$ cat config.mk
export PLATFORM = sky130hd
export DESIGN_NAME = tone_effect_sequencer
export DESIGN_NICKNAME = d
export VERILOG_FILES = /design/src/rtl/tes_pkg.sv /design/src/rtl/tone_effect_sequencer.sv
export SDC_FILE = /design/constraint.sdc
export NUM_CORES = 1
export LEC_CHECK = 0
export BUFFER_PORTS_ARGS = -buffer_cell sky130_fd_sc_hd__buf_2
export CAP_MARGIN = 0
export CORE_AREA = 4 4 194 196
export CTS_CLUSTER_DIAMETER = 80
export DETAILED_ROUTE_END_ITERATION = 16
export DIE_AREA = 0 0 198 200
export GPL_TIMING_DRIVEN = 0
export PLACE_DENSITY = 0.61
export SETUP_SLACK_MARGIN = 0.3
export SLEW_MARGIN = 20
export SYNTH_ARGS = -nofsm -noshare
export SYNTH_HDL_FRONTEND = slang
export SYNTH_SLANG_ARGS = --single-unit
$ cat constraint.sdc
create_clock -name clock -period 8.34 [get_ports clock]
set_input_delay 0.417 -clock clock [delete_from_list [all_inputs] [get_ports clock]]
set_output_delay 0.417 -clock clock [all_outputs]
set_load 0.02 [all_outputs]
$ cat src/rtl/tes_pkg.sv
// Package for the tone effect sequencer: codes, note record and the effect tables.
package tes_pkg;

   // Request kinds carried on the input tuser.
   typedef enum logic [1:0] {
      REQ_TICK  = 2'd0,
      REQ_START = 2'd1,
      REQ_STOP  = 2'd2
   } req_kind_type;

   // Buzzer actions carried on the result tuser.
   typedef enum logic [1:0] {
      ACT_NONE    = 2'd0,
      ACT_TONE    = 2'd1,
      ACT_SILENCE = 2'd2
   } action_type;

   // Effect codes; codes at or above EFFECT_COUNT have no table entry.
   localparam logic [2:0] EFF_NONE    = 3'd0;
   localparam logic [2:0] EFF_CLICK   = 3'd1;
   localparam logic [2:0] EFF_RADAR   = 3'd2;
   localparam logic [2:0] EFF_CHIRP   = 3'd3;
   localparam logic [2:0] EFF_POWERUP = 3'd4;
   localparam logic [2:0] EFFECT_COUNT = 3'd5;

   // One note of an effect.
   typedef struct packed {
      logic [10:0] freq;
      logic [7:0]  len;
      logic [7:0]  gap;
   } note_type;

   // Per-effect summary: number of notes and tail length in ms.
   typedef struct packed {
      logic [1:0] notes;
      logic [7:0] tail_ms;
   } effect_type;

   // Note table lookup by effect and note position.
   function automatic note_type effect_note(input logic [2:0] effect, input logic [1:0] idx);
      note_type n;
      n = '0;
      case (effect)
         EFF_CLICK: begin
            if (idx == 2'd0) n = '{11'd1800, 8'd18, 8'd22};
         end
         EFF_RADAR: begin
            case (idx)
               2'd0:    n = '{11'd1500, 8'd14, 8'd18};
               2'd1:    n = '{11'd980,  8'd50, 8'd60};
               2'd2:    n = '{11'd1220, 8'd55, 8'd70};
               default: n = '0;
            endcase
         end
         EFF_CHIRP: begin
            case (idx)
               2'd0:    n = '{11'd940,  8'd55, 8'd65};
               2'd1:    n = '{11'd1160, 8'd55, 8'd65};
               2'd2:    n = '{11'd860,  8'd80, 8'd95};
               default: n = '0;
            endcase
         end
         EFF_POWERUP: begin
            case (idx)
               2'd0:    n = '{11'd780,  8'd70, 8'd78};
               2'd1:    n = '{11'd1080, 8'd70, 8'd78};
               2'd2:    n = '{11'd1420, 8'd90, 8'd105};
               default: n = '0;
            endcase
         end
         default: n = '0;
      endcase
      return n;
   endfunction

   // Effect summary lookup.
   function automatic effect_type effect_info(input logic [2:0] effect);
      effect_type e;
      case (effect)
         EFF_CLICK:   e = '{2'd1, 8'd110};
         EFF_RADAR:   e = '{2'd3, 8'd140};
         EFF_CHIRP:   e = '{2'd3, 8'd130};
         EFF_POWERUP: e = '{2'd3, 8'd160};
         default:     e = '0;
      endcase
      return e;
   endfunction

endpackage

$ cat src/rtl/tone_effect_sequencer.sv
// Top level of the tone effect sequencer: input stage, note sequencing and result register.
//
// The sequencer plays fixed buzzer effects (click, radar, chirp, power-up). Each input
// item is a tick, a start or a stop, and each produces exactly one result item. An item
// sits in an input register, where a small table lookup, a 32-bit due-time compare and
// the state update happen, and its result is then held in an output register. One item
// is taken every cycle while the result side keeps up; an accepted item passes through
// the input register and then the output register before its result is valid. A stalled
// result holds the block only once both the input register and the output register are
// full.
module tone_effect_sequencer
   import tes_pkg::*;
(
   input  logic        clock,
   input  logic        reset,
   // Input item stream.
   input  logic        req_tvalid,
   output logic        req_tready,
   input  logic [39:0] req_tdata,   // sound_id [2:0], now_ms [34:3], zero fill [39:35]
   input  logic [1:0]  req_tuser,   // req_type [1:0]
   // Result item stream.
   output logic        rsp_tvalid,
   input  logic        rsp_tready,
   output logic [95:0] rsp_tdata,   // tone_freq_hz [10:0], tone_len_ms [18:11],
                                    // busy_res [19], tail_freq_hz [30:20],
                                    // tail_start_ms [62:31], tail_end_ms [94:63],
                                    // zero fill [95]
   output logic [1:0]  rsp_tuser    // action [1:0]
);

   // Input stage registers.
   logic        in_valid_ff, in_valid_in;
   logic [1:0]  in_kind_ff;
   logic [2:0]  in_sound_ff;
   logic [31:0] in_now_ff;

   // Sequencer state.
   logic [2:0]  active_ff, active_in;
   logic [1:0]  index_ff, index_in;
   logic [31:0] due_ff, due_in;
   logic [10:0] last_freq_ff, last_freq_in;
   logic [10:0] tail_freq_ff, tail_freq_in;
   logic [31:0] tail_start_ff, tail_start_in;
   logic [31:0] tail_end_ff, tail_end_in;

   // Result register.
   logic        out_valid_ff, out_valid_in;
   logic [1:0]  out_action_ff;
   logic [95:0] out_data_ff;

   logic        advance;
   logic [1:0]  action;
   logic [10:0] tone_freq;
   logic [7:0]  tone_len;
   logic [31:0] elapsed;
   note_type    note;
   effect_type  info;

   // Handshake: the input register moves on when the output register is free or drained.
   assign advance     = in_valid_ff && (!out_valid_ff || rsp_tready);
   assign req_tready  = !in_valid_ff || advance;
   assign in_valid_in = (req_tvalid && req_tready) || (in_valid_ff && !advance);
   assign out_valid_in = advance || (out_valid_ff && !rsp_tready);

   // Table lookups and due test for the current effect.
   assign note    = effect_note(active_ff, index_ff);
   assign info    = effect_info(active_ff);
   assign elapsed = in_now_ff - due_ff;

   // Request decode and state update for the item in the input register.
   always_comb begin
      active_in     = active_ff;
      index_in      = index_ff;
      due_in        = due_ff;
      last_freq_in  = last_freq_ff;
      tail_freq_in  = tail_freq_ff;
      tail_start_in = tail_start_ff;
      tail_end_in   = tail_end_ff;
      action        = ACT_NONE;
      tone_freq     = '0;
      tone_len      = '0;
      case (in_kind_ff)
         REQ_TICK: begin
            if (active_ff != EFF_NONE && !elapsed[31]) begin
               if (active_ff >= EFFECT_COUNT) begin
                  // Unknown effect: silence and drop back to idle.
                  active_in = EFF_NONE;
                  action    = ACT_SILENCE;
               end else if (index_ff < info.notes) begin
                  // Next note is due.
                  action       = ACT_TONE;
                  tone_freq    = note.freq;
                  tone_len     = note.len;
                  last_freq_in = note.freq;
                  due_in       = in_now_ff + {24'd0, note.gap};
                  index_in     = index_ff + 2'd1;
               end else begin
                  // Past the last note: record the tail and go idle.
                  action        = ACT_SILENCE;
                  tail_freq_in  = last_freq_ff;
                  tail_start_in = in_now_ff;
                  tail_end_in   = in_now_ff + {24'd0, info.tail_ms};
                  active_in     = EFF_NONE;
               end
            end
         end
         REQ_START: begin
            active_in   = in_sound_ff;
            index_in    = '0;
            due_in      = in_now_ff;
            tail_end_in = '0;
         end
         REQ_STOP: begin
            action      = ACT_SILENCE;
            active_in   = EFF_NONE;
            tail_end_in = '0;
         end
         default: begin
            action = ACT_NONE;
         end
      endcase
   end

   // Control registers.
   always_ff @(posedge clock) begin
      if (reset) begin
         in_valid_ff  <= 1'b0;
         out_valid_ff <= 1'b0;
      end else begin
         in_valid_ff  <= in_valid_in;
         out_valid_ff <= out_valid_in;
      end
   end

   // Sequencer state, updated as each item leaves the input register.
   always_ff @(posedge clock) begin
      if (reset) begin
         active_ff     <= EFF_NONE;
         index_ff      <= '0;
         due_ff        <= '0;
         last_freq_ff  <= '0;
         tail_freq_ff  <= '0;
         tail_start_ff <= '0;
         tail_end_ff   <= '0;
      end else if (advance) begin
         active_ff     <= active_in;
         index_ff      <= index_in;
         due_ff        <= due_in;
         last_freq_ff  <= last_freq_in;
         tail_freq_ff  <= tail_freq_in;
         tail_start_ff <= tail_start_in;
         tail_end_ff   <= tail_end_in;
      end
   end

   // Input payload register.
   always_ff @(posedge clock) begin
      if (req_tvalid && req_tready) begin
         in_kind_ff  <= req_tuser;
         in_sound_ff <= req_tdata[2:0];
         in_now_ff   <= req_tdata[34:3];
      end
   end

   // Result payload register.
   always_ff @(posedge clock) begin
      if (advance) begin
         out_action_ff <= action;
         out_data_ff   <= {1'b0, tail_end_in, tail_start_in, tail_freq_in,
                           (active_in != EFF_NONE), tone_len, tone_freq};
      end
   end

   assign rsp_tvalid = out_valid_ff;
   assign rsp_tdata  = out_data_ff;
   assign rsp_tuser  = out_action_ff;

endmodule

## Word-level counts from Yosys, hierarchy flattened

Index checks and enable logic that the tools add are counted.

- Flip-flop bits (word level): 259
- Latch bits: 0
- Bits in writable memories: 0
- Bits in read-only memories: 0
- Bits of input ports: 46
- Word-level logic and storage cells: 93
- Memories: 0

- Add/subtract/negate cells: 4
- $mul: 0
- Div/mod/pow operators: 0
- $lt $le $gt $ge: 2
- Equal/unequal tests: 11
- Shifts and indexed selects: 0
- Mux-type cells: 34
- Bitwise gates (word level): 4
- Reductions and logical operators: 23

Operator list:

| operator | number |
|---|---|
| $mux 32 | 10 |
| $pmux 27 s3 | 3 |
| $pmux 32 s2 | 2 |
| $pmux 27 s4 | 1 |
| $add 32x8->32 | 2 |
| $mux 11 | 4 |
| $pmux 10 s4 | 1 |
| $sub 32x32->32 | 1 |
| $mux 27 | 1 |
| $mux 2 | 6 |
| $reduce_and 5->1 | 2 |
| $mux 3 | 3 |
| $pmux 3 s3 | 1 |
| $pmux 2 s2 | 2 |
| $eq 3x2->1 const B | 2 |
| $ne 2x2->1 const B | 3 |
| $reduce_bool 3->1 | 2 |
| $logic_and 1x1->1 | 5 |
| $logic_not 1->1 | 5 |
| $eq 2x1->1 const B | 2 |
| $eq 2x2->1 const B | 2 |
| $logic_not 2->1 | 2 |
| $logic_or 1x1->1 | 4 |
| $not 1->1 | 4 |
| 8 further kinds | 8 |

## Depth between registers and ports, before layout

- Depth in word-level cells: 8
- Gate-level depth with buffers: 16
- Mapped depth without buffers: 15

## Worst setup path after synthesis

No wires, ideal clock.

- Path type: register -> register
- From: register out_valid_ff (netlist: rsp_tvalid)
- To: register last_freq_ff[3]
- Setup time: 91 ps
- Arrival: 4,024 ps
- Required time: 8,249 ps
- Setup slack: 4,226 ps
- Cell stages (with the launch flop): 9
- Path buffers: 1
- Path through: dfxtp_1 > nor2b_1 > nand2b_1 > inv_1 > nand2_1 > nor2_1 > clkbuf_1 > a21oi_1 > a311oi_1

- Longest elaborated chain between the ends: 4

Ends and longest elaborated chain:

| element | line | RTL |
|---|---|---|
| start: declaration | tone_effect_sequencer.sv:47 | `logic out_valid_ff, out_valid_in;` |
| start signal: assignment | tone_effect_sequencer.sv:131 | `out_valid_ff <= out_valid_in;` |
| $logic_not 1->1 | tone_effect_sequencer.sv:60 | `assign advance = in_valid_ff && (!out_valid_ff \|\| rsp_tready);` |
| $logic_or 1x1->1 | tone_effect_sequencer.sv:60 |  |
| $logic_and 1x1->1 | tone_effect_sequencer.sv:60 |  |
| via advance | tone_effect_sequencer.sv:51 | `logic advance;` |
| $reduce_and 5->1 (no line) | - |  |
| end signal: assignment | tone_effect_sequencer.sv:149 | `last_freq_ff <= last_freq_in;` |
| end: declaration | tone_effect_sequencer.sv:41 | `logic [10:0] last_freq_ff, last_freq_in;` |

The timed path passes the listed nets, and every way through them passes these cells.
A chain may end at the register's enable or synchronous reset.

## Final worst setup path

- From: register active_ff[0]
- To: register due_ff[27]

- Longest elaborated chain between the ends: 7
- Elaborated cells on any way between the ends: 19
- Classes of those cells: add/sub (1); order compare (2); eq/ne (7); mux (6); reduce/logical (3)

Ends and longest elaborated chain:

| element | line | RTL |
|---|---|---|
| start: declaration | tone_effect_sequencer.sv:38 | `logic [2:0] active_ff, active_in;` |
| start signal: assignment | tone_effect_sequencer.sv:146 | `active_ff <= active_in;` |
| $eq 3x3->1, or another cell as far along | tes_pkg.sv:43, tes_pkg.sv:79 |  |
| $pmux 27 s4 | tes_pkg.sv:43 | `case (effect)` |
| $add 32x8->32 | tone_effect_sequencer.sv:95 | `due_in = in_now_ff + {24'd0, note.gap};` |
| $mux 32 | tone_effect_sequencer.sv:89 | `end else if (index_ff < info.notes) begin` |
| $mux 32 | tone_effect_sequencer.sv:85 | `if (active_ff >= EFFECT_COUNT) begin` |
| $mux 32 | tone_effect_sequencer.sv:84 | `if (active_ff != EFF_NONE && !elapsed[31]) begin` |
| $pmux 32 s2 | tone_effect_sequencer.sv:82 | `case (in_kind_ff)` |
| end signal: assignment | tone_effect_sequencer.sv:148 | `due_ff <= due_in;` |
| end: declaration | tone_effect_sequencer.sv:40 | `logic [31:0] due_ff, due_in;` |

Several ways; a longest one is shown, not always the timed one. The select of a mux whose other input is x is not followed.

==> results.json <==
{
  "vdd_drop_max_mv": 0.1565,
  "numCtsBuffers": 29,
  "setup_viol": 0,
  "grt_overflow_total": 0,
  "htree_levels": 1,
  "synthCells": 1217,
  "area_growth_pct": 19.23,
  "max_freq_mhz": 221.1,
  "synth.top_cell.area_share": 0.3154,
  "cts_root_buf": "clkbuf_16",
  "port_buffers": 135,
  "drc": 0,
  "clkLatencyLatePin_ns": 0.57,
  "status": "finished clean",
  "cts_resized": 0,
  "rows": 70,
  "hold_viol_final": 0,
  "syn_area_per_cell_sq_um": 10.25,
  "hpwl_um": 27570,
  "skew_ns": 0.02156,
  "vias": 10020,
  "worstMarginPinSlew_ns": 1.019,
  "die_w_um": 198,
  "fin_crit_ns": 4.523,
  "synth_most_common_cell": "edfxtp_1",
  "power_frac_comb": 0.089,
  "hp-class": "input port to flop",
  "slew_headroom": 0.3131,
  "grt_use_total": 0.1859,
  "nets": 1489,
  "p_seq_frac": 0.454,
  "async_flop_share": 0,
  "viasPerCell": 5.324,
  "grt_pass1_wl_um": 57820,
  "fin_crit_sh": 0.5423,
  "ant_nets": 0,
  "synthTopCellsByArea": "edfxtp_1, dfxtp_1, ha_1",
  "post_cts_buffers": 0,
  "power_density_nw_per_um2": 203.2,
  "ys_seq_area_frac": 0.5128,
  "worstPathMaxFanout": 10,
  "setup_tns_ns": 0,
  "path_clk_slew_ns": 0.07,
  "total_power_w": 0.003022,
  "cts_buffer_depth": 3,
  "routedWlPerCell_um": 20.03,
  "whs_ns": 0.02217,
  "io_pins": 146,
  "internal_power_w": 0.002278,
  "routed_wl_um": 37700,
  "n_antenna_cell": 0,
  "grt_pass1_vias": 9844,
  "antenna_found_initial": 0,
  "synth_area_sq_um": 12470,
  "synthFlopType": "edfxtp_1",
  "critPathLaunchType": "flop",
  "cts.sinks": 254,
  "synth_largest_area_cell": "edfxtp_1",
  "grt_start_max_net_pins": 59,
  "synth_edf_count": 131,
  "synth_cell_types": 65,
  "slew_viol_final": 0,
  "ctsHoldBuffers": 4,
  "gp_congestion": 0.9078,
  "drive_above_1_share": 0.1782,
  "crit_arrival_ns": 4.99,
  "cap_violations": 0,
  "pwr-share-clk": 0.457,
  "leakagePower_nw": 5.235,
  "yosys_register_bits": 254,
  "die_h_um": 200,
  "crit_required_ns": 8.80,
  "p_switching_w": 0.0007440,
  "initial_utilization": 0.3457,
  "die_area_sq_um": 39600,
  "rsz0062_at_grt": "no",
  "core-area_sq_um": 36080,
  "drt_iter0_markers": 779,
  "dr.pass1.iters": 6,
  "ys_top_cells_by_count": "edfxtp_1, dfxtp_1, a21oi_1, clkbuf_1, inv_1",
  "cts_tree": "done",
  "yosysWarnings": 0,
  "crit_path_end_kind": "flop",
  "switching_share": 0.2462,
  "path_class": "flop to flop"
}
## through the flow
| step | worst slack [ns] | utilization | instances | cell area, sq um |
|---|---|---|---|---|
| finish | 3.817 | 0.4121 | 1882 | 14870 |
| global placement | 2.087 | 0.3809 | 1823 | 13750 |
| global route | 3.454 | 0.4121 | 1882 | 14870 |
| floorplan | 4.226 | - | 1220 | 12480 |
| CTS | 3.864 | 0.4119 | 1881 | 14860 |
| detailed placement | 3.907 | 0.3824 | 1825 | 13800 |
## worst paths after layout
kind | start | end | slack [ns] | cells past startpoint
worst max register to register | active_ff[0] | due_ff[27] | 3.82 | 15
worst max-delay path | active_ff[0] | due_ff[27] | 3.82 | 15
worst min-delay path | req_tdata[15] | in_now_ff[12] | 0.02 | 1
worst min register to register | tail_freq_ff[1] | tail_freq_ff[1] | 0.47 | 1
## final cells by class
type / instances / area (sq um)
buffer: 101 / 456.7
clock buffer: 36 / 772.0
timing repair buffer: 142 / 773.2
inverter: 67 / 256.5
clock inverter: 16 / 250.2
multi-input combinational: 798 / 5381
sequential: 254 / 6396
fill: 3550 / 21210
tap: 468 / 585.6
## critical path, stage by stage (launching register included)
cell and delay (ns):
dfxtp_1 0.35, clkbuf_1 0.34, nor2_1 0.17, nand2_1 0.21
or2_2 0.14, clkbuf_1 0.28, o21ai_0 0.22, ha_1 0.36
o21ai_0 0.08, nand2b_1 0.12, o21ai_0 0.29, nor3_1 0.88
and4_1 0.44, nand2_1 0.13, xor2_1 0.16, a211oi_1 0.24
## placed cells by master (no fill, tap or decap), drive strengths merged, types with 6 or more instances in the layout
master and count:
nand2 62, mux2 41, o2bb2ai 31, nand4 19, dfxtp 123, nor3 59, nand2b 12, nor4 11
inv 70, or3 6, a22o 7, edfxtp 131, o32ai 25, xnor2 48, clkinv 6, ha 49
a211oi 29, o21ai 68, and2 8, clkbuf 105, nor2b 15, nor2 58, a21o 8, a21oi 95
nand3 59, o21a 6, bufinv 6, buf 169, a311oi 9, xor2 14
## cell families after synthesis
| group | share of synthesized area |
|---|---|
| DFF | 0.5128 |
| adders and majority gates | 0.05076 |
| xor gates and xnor gates | 0.04353 |
| muxes | 0.03862 |
| buffers and inverters | 0.05678 |
| other | 0.0003006 |
| AOI/OAI and AO/OA | 0.1690 |
| and+or+nand+nor | 0.1282 |
## metal layers
metal | global-route usage | part of all wire | vias to the layer above | routed length [um]
met5 | 0 | 0 | - | 0
met1 | 0.2543 | 0.44 | 4806 | 16690
li1 | - | - | 4810 | -
met2 | 0.3051 | 0.47 | 344 | 17660
met4 | 0.05636 | 0.026 | 0 | 966
met3 | 0.03072 | 0.063 | 59 | 2378
## registers in the layout, summed over array words and instances, names as in the netlist
register,count
index_ff,2
in_now_ff,32
tail_freq_ff,11
active_ff,3
rsp_tdata,92
due_ff,32
in_sound_ff,3
rsp_tuser,2
in_valid_ff,1
in_kind_ff,2
tail_start_ff,32
tail_end_ff,32
last_freq_ff,9
rsp_tvalid,1
## power by group through the flow
stage / Clock (W) / Sequential (W) / Combinational, W
global route: 0.00146 / 0.00138 / 0.000295
finish: 0.00138 / 0.00137 / 0.000269
CTS: 0.00141 / 0.00137 / 0.000268
global placement: 0 / 0.00140 / 0.000259
detailed placement: 0 / 0.00140 / 0.000265
floorplan: 0 / 0.00141 / 0.000151
No activity file was read; power rests on OpenSTA's default activity.
